[config.mk]
export PLATFORM = sky130hd
export DESIGN_NAME = nmt_node_state_machine
export DESIGN_NICKNAME = d
export VERILOG_FILES = /design/src/rtl/nmt_pkg.sv /design/src/rtl/nmt_node_state_machine.sv /design/src/rtl/nmt_step.sv
export SDC_FILE = /design/constraint.sdc
export NUM_CORES = 1
export LEC_CHECK = 0
export ABC_CLOCK_PERIOD_IN_PS = 2300
export BUFFER_PORTS_ARGS = -buffer_cell sky130_fd_sc_hd__buf_2
export CAP_MARGIN = 20
export CELL_PAD_IN_SITES_DETAIL_PLACEMENT = 0
export CELL_PAD_IN_SITES_GLOBAL_PLACEMENT = 1
export CORE_MARGIN = 2
export CORE_UTILIZATION = 30
export CTS_BUF_LIST = sky130_fd_sc_hd__clkbuf_4 sky130_fd_sc_hd__clkbuf_8
export DETAILED_ROUTE_END_ITERATION = 6
export PLACE_DENSITY = 0.63
export REMOVE_ABC_BUFFERS = 1
export SYNTH_ARGS = -nofsm -noshare
export SYNTH_HDL_FRONTEND = slang
export SYNTH_SLANG_ARGS = --single-unit
[constraint.sdc]
create_clock -name clk -period 2.3 [get_ports clk]
set_input_delay 0.23 -clock clk [delete_from_list [all_inputs] [get_ports clk]]
set_output_delay 0.23 -clock clk [all_outputs]
set_load 0.005 [all_outputs]
[src/rtl/nmt_pkg.sv]
// Shared codes for the controlled-node network-management state machine:
// node state codes, event codes and the step result type.
// No dependencies.
package nmt_pkg;

    // node state codes
    localparam logic [3:0] ST_OFFLINE    = 4'd0;
    localparam logic [3:0] ST_INIT       = 4'd1;
    localparam logic [3:0] ST_RST_APP    = 4'd2;
    localparam logic [3:0] ST_RST_COM    = 4'd3;
    localparam logic [3:0] ST_RST_CFG    = 4'd4;
    localparam logic [3:0] ST_NOT_ACTIVE = 4'd5;
    localparam logic [3:0] ST_BASIC_ETH  = 4'd6;
    localparam logic [3:0] ST_PREOP1     = 4'd7;
    localparam logic [3:0] ST_PREOP2     = 4'd8;
    localparam logic [3:0] ST_READY      = 4'd9;
    localparam logic [3:0] ST_OPER       = 4'd10;
    localparam logic [3:0] ST_STOPPED    = 4'd11;

    // event codes
    localparam logic [4:0] EV_SW_RESET     = 5'd0;
    localparam logic [4:0] EV_START_UP     = 5'd1;
    localparam logic [4:0] EV_SWITCH_ON    = 5'd3;
    localparam logic [4:0] EV_TO_PREOP1    = 5'd4;
    localparam logic [4:0] EV_TO_PREOP2    = 5'd5;
    localparam logic [4:0] EV_TO_READY     = 5'd6;
    localparam logic [4:0] EV_TO_OPER      = 5'd7;
    localparam logic [4:0] EV_REQ_RST_APP  = 5'd9;
    localparam logic [4:0] EV_REQ_RST_COM  = 5'd10;
    localparam logic [4:0] EV_REQ_RST_CFG  = 5'd11;
    localparam logic [4:0] EV_ENTER_READY  = 5'd12;
    localparam logic [4:0] EV_STOP_NODE    = 5'd13;
    localparam logic [4:0] EV_INT_RST_APP  = 5'd14;
    localparam logic [4:0] EV_INT_RST_COM  = 5'd15;
    localparam logic [4:0] EV_INT_RST_CFG  = 5'd16;
    localparam logic [4:0] EV_RECV_SOC     = 5'd21;
    localparam logic [4:0] EV_RECV_SOA     = 5'd22;
    localparam logic [4:0] EV_ENABLE_READY = 5'd23;
    localparam logic [4:0] EV_START_NODE   = 5'd25;
    localparam logic [4:0] EV_RESYNC       = 5'd26;

    // outcome of one event: new state, status and handshake flags
    typedef struct packed {
        logic [3:0] node_state;
        logic       status;
        logic       mgr_flag;
        logic       app_flag;
    } nmt_result_t;

endpackage

[src/rtl/nmt_node_state_machine.sv]
// Top level of the controlled-node network-management state machine.
// Depends on nmt_pkg and nmt_step.
//
// Usage:
//   Event channel: evt_valid / evt_stall with event_code (5 bits). A
//   transaction completes on a rising edge with evt_valid high and
//   evt_stall low.
//   Result channel: res_valid / res_stall with new_state, status,
//   manager_enabled and application_entered. Exactly one result
//   transaction follows every event transaction, in order.
//   Path: an event is registered in the event stage, processed by the
//   transition logic and its result registered in the result stage, from
//   which it is offered on the result channel.
//   Throughput: one event per cycle while no result is held by res_stall;
//   the node state and flag registers are updated in the same cycle as the
//   result register, so the next event sees the new state without a bubble.
//   Stall: while a result waits under res_stall, the event stage holds and
//   evt_stall rises only once that stage is also full.
//   Reset: rst_n low clears both stages, puts the node in Offline and
//   clears both handshake flags.
module nmt_node_state_machine
(
    input  logic       clk,
    input  logic       rst_n,
    input  logic       evt_valid,
    output logic       evt_stall,
    input  logic [4:0] event_code,
    output logic       res_valid,
    input  logic       res_stall,
    output logic [3:0] new_state,
    output logic       status,
    output logic       manager_enabled,
    output logic       application_entered
);

    logic                 evt_valid_reg;
    logic                 evt_valid_next;
    logic [4:0]           evt_code_reg;
    logic [3:0]           node_state_reg;
    logic [3:0]           node_state_next;
    logic                 mgr_flag_reg;
    logic                 mgr_flag_next;
    logic                 app_flag_reg;
    logic                 app_flag_next;
    logic                 res_valid_reg;
    logic                 res_valid_next;
    nmt_pkg::nmt_result_t res_reg;
    nmt_pkg::nmt_result_t step_res;
    logic                 advance;
    logic                 evt_take;
    logic                 process;

    // transition logic between event stage and result stage
    nmt_step u_step
    (
        .cur_state    (node_state_reg),
        .cur_mgr_flag (mgr_flag_reg),
        .cur_app_flag (app_flag_reg),
        .event_code   (evt_code_reg),
        .result       (step_res)
    );

    // pipeline flow control
    assign advance   = !res_valid_reg || !res_stall;
    assign process   = advance && evt_valid_reg;
    assign evt_stall = evt_valid_reg && !advance;
    assign evt_take  = evt_valid && !evt_stall;

    // next values of control state
    always_comb
    begin
        evt_valid_next  = evt_valid_reg;
        res_valid_next  = res_valid_reg;
        node_state_next = node_state_reg;
        mgr_flag_next   = mgr_flag_reg;
        app_flag_next   = app_flag_reg;
        if (advance)
        begin
            res_valid_next = evt_valid_reg;
        end
        // event stage fills on every taken transaction and empties once processed
        if (evt_take)
        begin
            evt_valid_next = 1'b1;
        end
        else if (process)
        begin
            evt_valid_next = 1'b0;
        end
        if (process)
        begin
            node_state_next = step_res.node_state;
            mgr_flag_next   = step_res.mgr_flag;
            app_flag_next   = step_res.app_flag;
        end
    end

    // control registers
    always_ff @(posedge clk or negedge rst_n)
    begin
        if (!rst_n)
        begin
            evt_valid_reg  <= 1'b0;
            res_valid_reg  <= 1'b0;
            node_state_reg <= nmt_pkg::ST_OFFLINE;
            mgr_flag_reg   <= 1'b0;
            app_flag_reg   <= 1'b0;
        end
        else
        begin
            evt_valid_reg  <= evt_valid_next;
            res_valid_reg  <= res_valid_next;
            node_state_reg <= node_state_next;
            mgr_flag_reg   <= mgr_flag_next;
            app_flag_reg   <= app_flag_next;
        end
    end

    // payload registers
    always_ff @(posedge clk)
    begin
        if (evt_take)
        begin
            evt_code_reg <= event_code;
        end
        if (process)
        begin
            res_reg <= step_res;
        end
    end

    assign res_valid           = res_valid_reg;
    assign new_state           = res_reg.node_state;
    assign status              = res_reg.status;
    assign manager_enabled     = res_reg.mgr_flag;
    assign application_entered = res_reg.app_flag;

endmodule

[src/rtl/nmt_step.sv]
// Combinational next-state and handshake-flag logic for one event.
// Depends on nmt_pkg.
module nmt_step
(
    input  logic [3:0]          cur_state,
    input  logic                cur_mgr_flag,
    input  logic                cur_app_flag,
    input  logic [4:0]          event_code,
    output nmt_pkg::nmt_result_t result
);

    // reset requests shared by the communication states
    function automatic logic [3:0] common_reset(input logic [3:0] s, input logic [4:0] ev);
        logic [3:0] r;
        r = s;
        case (ev)
            nmt_pkg::EV_REQ_RST_APP: r = nmt_pkg::ST_RST_APP;
            nmt_pkg::EV_REQ_RST_COM: r = nmt_pkg::ST_RST_COM;
            nmt_pkg::EV_REQ_RST_CFG: r = nmt_pkg::ST_RST_CFG;
            nmt_pkg::EV_SW_RESET:    r = nmt_pkg::ST_INIT;
            default:                 r = s;
        endcase
        return r;
    endfunction

    // per-state transition table
    function automatic logic [3:0] table_next(input logic [3:0] s, input logic [4:0] ev);
        logic [3:0] r;
        r = s;
        case (s)
            nmt_pkg::ST_OFFLINE:
            begin
                if (ev inside {nmt_pkg::EV_SW_RESET, nmt_pkg::EV_START_UP,
                               nmt_pkg::EV_SWITCH_ON, nmt_pkg::EV_REQ_RST_APP,
                               nmt_pkg::EV_REQ_RST_COM, nmt_pkg::EV_REQ_RST_CFG})
                    r = nmt_pkg::ST_INIT;
            end
            nmt_pkg::ST_INIT:
            begin
                if (ev inside {nmt_pkg::EV_SWITCH_ON, nmt_pkg::EV_INT_RST_APP,
                               nmt_pkg::EV_REQ_RST_APP})
                    r = nmt_pkg::ST_RST_APP;
            end
            nmt_pkg::ST_RST_APP:
            begin
                if (ev inside {nmt_pkg::EV_INT_RST_COM, nmt_pkg::EV_REQ_RST_COM})
                    r = nmt_pkg::ST_RST_COM;
            end
            nmt_pkg::ST_RST_COM:
            begin
                if (ev inside {nmt_pkg::EV_INT_RST_CFG, nmt_pkg::EV_REQ_RST_CFG})
                    r = nmt_pkg::ST_RST_CFG;
            end
            nmt_pkg::ST_RST_CFG:
            begin
                if (ev inside {nmt_pkg::EV_INT_RST_APP, nmt_pkg::EV_SWITCH_ON})
                    r = nmt_pkg::ST_NOT_ACTIVE;
            end
            nmt_pkg::ST_NOT_ACTIVE:
            begin
                if (ev == nmt_pkg::EV_RECV_SOC)
                    r = nmt_pkg::ST_PREOP1;
                else if (ev == nmt_pkg::EV_RECV_SOA)
                    r = nmt_pkg::ST_BASIC_ETH;
                else
                    r = common_reset(s, ev);
            end
            nmt_pkg::ST_BASIC_ETH:
            begin
                if (ev == nmt_pkg::EV_RECV_SOC)
                    r = nmt_pkg::ST_PREOP1;
                else
                    r = common_reset(s, ev);
            end
            nmt_pkg::ST_PREOP1:
            begin
                if (ev inside {nmt_pkg::EV_RECV_SOC, nmt_pkg::EV_TO_PREOP2})
                    r = nmt_pkg::ST_PREOP2;
                else
                    r = common_reset(s, ev);
            end
            nmt_pkg::ST_PREOP2:
            begin
                if (ev == nmt_pkg::EV_ENTER_READY)
                    r = nmt_pkg::ST_READY;
                else if (ev inside {nmt_pkg::EV_TO_OPER, nmt_pkg::EV_START_NODE})
                    r = nmt_pkg::ST_OPER;
                else if (ev == nmt_pkg::EV_TO_PREOP1)
                    r = nmt_pkg::ST_PREOP1;
                else
                    r = common_reset(s, ev);
            end
            nmt_pkg::ST_READY:
            begin
                if (ev inside {nmt_pkg::EV_TO_OPER, nmt_pkg::EV_START_NODE})
                    r = nmt_pkg::ST_OPER;
                else if (ev == nmt_pkg::EV_TO_PREOP2)
                    r = nmt_pkg::ST_PREOP2;
                else if (ev == nmt_pkg::EV_TO_PREOP1)
                    r = nmt_pkg::ST_PREOP1;
                else if (ev == nmt_pkg::EV_STOP_NODE)
                    r = nmt_pkg::ST_STOPPED;
                else
                    r = common_reset(s, ev);
            end
            nmt_pkg::ST_OPER:
            begin
                if (ev == nmt_pkg::EV_STOP_NODE)
                    r = nmt_pkg::ST_STOPPED;
                else if (ev == nmt_pkg::EV_TO_PREOP2)
                    r = nmt_pkg::ST_PREOP2;
                else if (ev == nmt_pkg::EV_TO_PREOP1)
                    r = nmt_pkg::ST_PREOP1;
                else if (ev == nmt_pkg::EV_TO_READY)
                    r = nmt_pkg::ST_READY;
                else
                    r = common_reset(s, ev);
            end
            nmt_pkg::ST_STOPPED:
            begin
                if (ev inside {nmt_pkg::EV_START_NODE, nmt_pkg::EV_RESYNC})
                    r = nmt_pkg::ST_OPER;
                else if (ev == nmt_pkg::EV_TO_PREOP2)
                    r = nmt_pkg::ST_PREOP2;
                else if (ev == nmt_pkg::EV_TO_PREOP1)
                    r = nmt_pkg::ST_PREOP1;
                else if (ev == nmt_pkg::EV_TO_READY)
                    r = nmt_pkg::ST_READY;
                else
                    r = common_reset(s, ev);
            end
            // unreachable codes hold
            default: r = s;
        endcase
        return r;
    endfunction

    logic       mgr_set;
    logic       app_set;
    logic       handshake;
    logic [3:0] tbl_state;

    // sticky handshake flags are set before the transition is chosen
    assign mgr_set   = cur_mgr_flag | (event_code == nmt_pkg::EV_ENABLE_READY);
    assign app_set   = cur_app_flag | (event_code == nmt_pkg::EV_ENTER_READY);
    assign handshake = (cur_state == nmt_pkg::ST_PREOP2) &&
                       ((event_code == nmt_pkg::EV_ENABLE_READY) ||
                        (event_code == nmt_pkg::EV_ENTER_READY));
    assign tbl_state = table_next(cur_state, event_code);

    // handshake gate in preoperational 2, table otherwise
    always_comb
    begin
        result.node_state = cur_state;
        result.status     = 1'b1;
        result.mgr_flag   = mgr_set;
        result.app_flag   = app_set;
        if (handshake)
        begin
            if (mgr_set && app_set)
            begin
                result.node_state = nmt_pkg::ST_READY;
                result.status     = 1'b0;
            end
        end
        else if (tbl_state != cur_state)
        begin
            result.node_state = tbl_state;
            result.status     = 1'b0;
            // entering initialising or a reset state drops both flags
            if (tbl_state inside {[nmt_pkg::ST_INIT:nmt_pkg::ST_RST_CFG]})
            begin
                result.mgr_flag = 1'b0;
                result.app_flag = 1'b0;
            end
        end
    end

endmodule

Word-level counts from Yosys, hierarchy flattened
Index checks and enable logic that the tools add are counted.
{ "word_totals": {"output_inout_bits": 9, "register_bits": 20, "in_bits": 9} }
{ "op_classes": {"n_lt_le_gt_ge": 2, "n_eq_ne": 31, "n_mux": 30, "bitwise_logic": 2, "reduce_logical": 23} }
{ "op_table": {"columns": ["operator", "n"], "rows": [
  ["two-way mux 4 bit", 21],
  ["one-hot mux 4 bit (12 select lines)", 1],
  ["equality test 5 x 4 -> 1 bit (second input constant)", 7],
  ["equality test 5 bit (second input constant)", 6],
  ["equality test 5 x 3 -> 1 bit (second input constant)", 4],
  ["equality test 4 x 3 -> 1 bit (second input constant)", 4],
  ["equality test 4 bit (second input constant)", 4],
  ["one-hot mux 4 bit (4 select lines)", 1],
  ["nonzero test 2 bit", 7],
  ["two-way mux 5 bit", 2],
  ["equality test 4 x 2 -> 1 bit (second input constant)", 2],
  ["two-way mux 7 bit", 1],
  ["logical AND 1 bit", 6],
  ["nonzero test 6 bit", 1],
  ["equality test 5 x 1 -> 1 bit (second input constant)", 1],
  ["equality test 5 x 2 -> 1 bit (second input constant)", 1],
  ["zero test 5 bit", 1],
  ["equality test 4 x 1 -> 1 bit (second input constant)", 1],
  ["greater-or-equal comparator 4 x 1 -> 1 bit (second input constant)", 1],
  ["less-or-equal comparator 4 x 3 -> 1 bit (second input constant)", 1],
  ["zero test 1 bit", 4],
  ["zero test 4 bit", 1],
  ["two-way mux 2 bit", 2],
  ["inequality test 4 bit", 1],
  ["other kinds (4)", 7]
]} }

Longest topological paths before layout
{ "logic_depth": {"ltp_word": 12, "ltp_mapped": 12, "depth_no_buf": 8} }

By module
Synthesis repeated with hierarchy kept, for this count alone.
{ "unflattened": {"cells_unflattened": 255, "hier_area_um2": 2085.8} }
{ "by_module_without_submodules": {"columns": ["mod", "seq_area_each_um2", "cells_each", "area_each_um2", "n_inst"], "rows": [
  ["nmt_step", 0.0, 223, 1408.9, 1],
  ["nmt_node_state_machine", 560.5, 32, 676.9, 1]
]} }

Worst setup path before layout
OpenSTA, ideal clock, no wires.
{ "synth_timing": {"kind": "register to register", "start": "register evt_code_reg[3]", "end": "register res_reg (netlist bit application_entered) (data pin)", "arrival_ns": 2.283, "setup_slack_ns": -0.252, "setup_time_ns": 0.268, "synth_period_minus_slack_ns": 2.552, "path_stages_with_launch": 10, "t_required_ns": 2.032, "path_cell_list": "edfxtp_1 buf_6 or4b_4 a211o_1 and4_4 nand4bb_4 a2bb2oi_1 nor3b_2 xnor2_1 a21oi_1"} }
{ "synth_rtl": {"columns": ["item", "line", "source"], "rows": [
  ["start: declaration", "nmt_node_state_machine.sv:38", "logic [4:0] evt_code_reg;"],
  ["start signal: assignment", "nmt_node_state_machine.sv:124", "evt_code_reg <= event_code;"],
  ["end signal: assignment", "nmt_node_state_machine.sv:128", "res_reg <= step_res;"],
  ["end: declaration", "nmt_node_state_machine.sv:47", "nmt_pkg::nmt_result_t res_reg;"]
]} }

Worst setup path after layout
{ "layout_timing": {"start": "register evt_code_reg[0]", "end": "register app_flag_reg"} }
{ "layout_between": {"elab_chain_cells": 12, "word_cells_on_any_way": 61, "cone_classes": "order compare (2); eq/ne (20); mux (26); bitwise (1); reduce/logical (12)"} }
{ "layout_rtl": {"columns": ["item", "line", "source"], "rows": [
  ["equality test 5 x 4 -> 1 bit (tied with other cells)", "nmt_step.sv:16, nmt_step.sv:33, nmt_step.sv:51", null],
  ["one-hot mux 4 bit (4 select lines)", "nmt_step.sv:16", "case (ev)"],
  ["two-way mux 4 bit (on tied branches)", "nmt_step.sv:114, nmt_step.sv:101", null],
  ["two-way mux 4 bit (on tied branches)", "nmt_step.sv:125, nmt_step.sv:99", null],
  ["two-way mux 4 bit (on tied branches)", "nmt_step.sv:110, nmt_step.sv:97", null],
  ["two-way mux 4 bit (on tied branches)", "nmt_step.sv:121, nmt_step.sv:95, nmt_step.sv:108", null],
  ["one-hot mux 4 bit (12 select lines)", "nmt_step.sv:30", "case (s)"],
  ["greater-or-equal comparator 4 x 1 -> 1 bit / less-or-equal comparator 4 x 3 -> 1 bit (equally long branches)", "nmt_step.sv:171", "if (tbl_state inside {[nmt_pkg::ST_INIT:nmt_pkg::ST_RST_CFG]})"],
  ["logical AND 1 bit", "nmt_step.sv:171", null],
  ["two-way mux 2 bit", "nmt_step.sv:171", null],
  ["two-way mux 7 bit", "nmt_step.sv:166", "else if (tbl_state != cur_state)"],
  ["two-way mux 2 bit *", "nmt_step.sv:158", "if (handshake)"],
  ["end signal: assignment", "nmt_node_state_machine.sv:115", "app_flag_reg <= app_flag_next;"],
  ["end: declaration", "nmt_node_state_machine.sv:43", "logic app_flag_reg;"]
]} }
Every way passes the cells marked *; elsewhere a longest branch is shown, timed or not.
A chain may end at the register's enable or synchronous reset.

==> flow_metrics.tcl <==
set metrics [dict create \
    synth_top_cell_by_area "edfxtp_1" \
    skew_ns 0.001932 \
    p_clk_frac 0.095 \
    setup_ws_ns -0.4048 \
    async_flop_share 0.4000 \
    n_antenna_cell 0 \
    synthTopCellsByArea "edfxtp_1, dfrtp_1, o21ai_0, nor2_1, a21oi_1" \
    violations "negative setup slack" \
    intPower_mw 1.623 \
    tightest_slew_ns 0.4030 \
    multiInputGateArea_um2 1545 \
    cts_tree "built" \
    ys_seq_area_frac 0.2566 \
    htree_levels 1 \
    antenna_found_initial 0 \
    ant_nets 0 \
    dpl_cell_area_um2 2865 \
    finalHoldViolCount 0 \
    min_period_ns 2.705 \
    clk_pin_slew_ns 0.07 \
    grt_pass1_wl_um 12250 \
    peakVddDrop_uv 496.8 \
    drtPass1Iterations 4 \
    synth_edf_count 12 \
    finalMaxSlewViolations 0 \
    worst-path-buf-inv 2 \
    power_mw 2.816 \
    path_max_fanout 4 \
    p_sw_frac 0.4236 \
    cts_sinks 20 \
    stdcell_count 449 \
    end_kind "flip-flop" \
    yosys_most_used_dff "edfxtp_1" \
    p_sw_mw 1.193 \
    crit_start "evt_code_reg[0]$_DFFE_PP_" \
    wl_per_cell_um 17.12 \
    max-cap-violations 0 \
    reg2reg_from "evt_code_reg[0]$_DFFE_PP_" \
    die_y_um 89.34 \
    design_area_um2 3118 \
    die_x_um 89.34 \
    yosysWarnings 0 \
    worst_path_max_delay_cell "or4b_4" \
    grtUsageMet2 0.3111 \
    setup_viol_count_final 9 \
    grtUsageMet1 0.2741 \
    cpPeakStageDelay_ns 0.53 \
    routabilityCongestion 0.9352 \
    p_leak_nw 1.257 \
    io_pins 18 \
    min_path_cells 1 \
    cp-start-kind "flip-flop" \
    cp_top_family "simple AND/OR/NAND/NOR gates" \
    clock-root-buffer "clkbuf_8" \
    power_density_nw_per_um2 903.0 \
    rows 31 \
    clk_latency_ns 0.26 \
    synth_top_cell_area_share 0.1649 \
    outcome "finished, violations left" \
    nFillCells 722 \
    synth.avg_cell_area_um2 8.182 \
    postLayoutCoreUtil 0.4369 \
    synth_most_common_cell "nor2_1" \
    cp_cell_sequence "or4b_4 > a211o_1 > and4_4 > nand4bb_4 > nor2_4 > buf_4 > a311oi_2 > a31oi_2 > buf_4 > a31oi_1" \
    r2r_cells 10 \
    drc 0 \
    dp.final_hpwl_um 5787 \
    synth_common_cells "nor2_1, o21ai_0, nand2_1" \
    ys_types 69 \
    vias 2500 \
    synth_cells 267 \
    regArea_um2 560.5 \
    cp.arrival_ns 2.84 \
    top_usage_layer "met2" \
    p_comb_frac 0.705 \
    globalRouteMet3Util 0.03047 \
    clk_path_buf_depth 2 \
    rrSetupSlack_ns -0.40 \
    dieArea_um2 7981 \
    min_path_type "input port to flip-flop" \
    cts_buffers 3 \
    io_buffers 17 \
    r2r_end "app_flag_reg$_DFFE_PN0P_" \
    tns_ns -2.336 \
    grt_use_total 0.2006 \
    largest_reg_flops 5 \
    drive_above_1_share 0.4086 \
    ys_ff_latch 20 \
    grt_pass1_vias 2372 \
    initial_core_util 0.3061 \
    worstSetupPathType "flip-flop to flip-flop" \
    grt.overflow.total 0 \
    drt_iter0_markers 164 \
    crit_top_cell "buf_4" \
    grt_max_degree 24 \
    finalCritPeriodShare 1.176 \
    wl_um 7685 \
    synth_area_um2 2185 \
    dp_cells 439 \
    area_growth_pct 42.73 \
    slew_headroom 0.7289 \
    hp-start "event_code[3]" \
    routed_via_density 5.568 \
    rsz0062_at_grt "yes" \
    core_area_um2 7137 \
    critPathRequiredTime_ns 2.43 \
    fmax_mhz 369.7 \
    power.share.sequential 0.200 \
    fin_nets 360 \
    min_to "evt_code_reg[3]$_DFFE_PP_" \
]
[layout make-up]
class / instances / share of cell area
Clock buffer: 4 / 0.01766
Inverter: 11 / 0.01324
Multi-Input combinational cell: 210 / 0.4956
Sequential cell: 20 / 0.1798
Tap cell: 99 / 0.03973
Timing Repair Buffer: 105 / 0.2540
[logic make-up after synthesis]
kind of cell,after synthesis,share of synthesized area
mux,3,0.01489
xor+xnor,7,0.02806
simple gates,111,0.3184
buf+inv,37,0.09049
compound gates,89,0.2915
flops,20,0.2566
[metrics by stage]
stage               hold slack, ns  setup slack, ns
floorplan                 -0.06559          -0.5779
global placement           0.08247          -0.5410
detailed placement         0.08964          -0.5212
CTS                         0.1347          -0.3732
global route                0.1360          -0.5237
finish                      0.1436          -0.4048
[what timing repair did]
| action | in CTS | in global routing |
|---|---|---|
| cloned | 0 | 0 |
| pin swaps | 4 | 1 |
| buffers inserted | 3 | 2 |
| hold endpoints to repair | 8 | 0 |
| endpoints found under the setup margin | 10 | 13 |
| gates resized for setup | 18 | 15 |
| hold buffers | 1 | 0 |
[how the worst max path moves through the flow]
stage,slack (ns),depth (start not counted),to
after floorplan,-0.58,8,application_entered$_DFFE_PP_
after global placement,-0.54,10,app_flag_reg$_DFFE_PN0P_
after detailed placement,-0.52,10,app_flag_reg$_DFFE_PN0P_
after CTS,-0.37,10,mgr_flag_reg$_DFFE_PN0P_
after global routing,-0.52,10,application_entered$_DFFE_PP_
final,-0.40,10,app_flag_reg$_DFFE_PN0P_
[layer usage]
layer	share of wire	up-vias	routed length (µm)
met5	0	-	0
met4	0.038	0	295
met3	0.077	25	590
met2	0.46	114	3532
met1	0.42	1163	3266
li1	-	1198	-
[cell usage in the layout (no fill, tap or decap), types with 4 or more instances in the layout]
cell and count:
edfxtp_1 12, nand2b_1 6, o21ai_0 18, a21oi_1 12
nor2b_1 10, buf_4 80, xor2_1 4, clkbuf_8 4
buf_2 17, nand4bb_1 4, nand3_1 4, nor3b_1 4
inv_1 11, nor3_1 4, a31oi_1 4, nand4_1 5
nor4_1 5, buf_6 5, nand2_1 17, nor2_1 17
dfrtp_1 8
[power groups by stage]
stage	combinational, mW	clock [mW]	sequential (mW)
finish	1.99	0.267	0.563
detailed placement	1.75	0	0.570
floorplan	0.825	0	0.685
global placement	1.76	0	0.567
CTS	1.91	0.276	0.563
global route	2.15	0.290	0.576
Note: power is estimated with default switching activity, not from simulation.
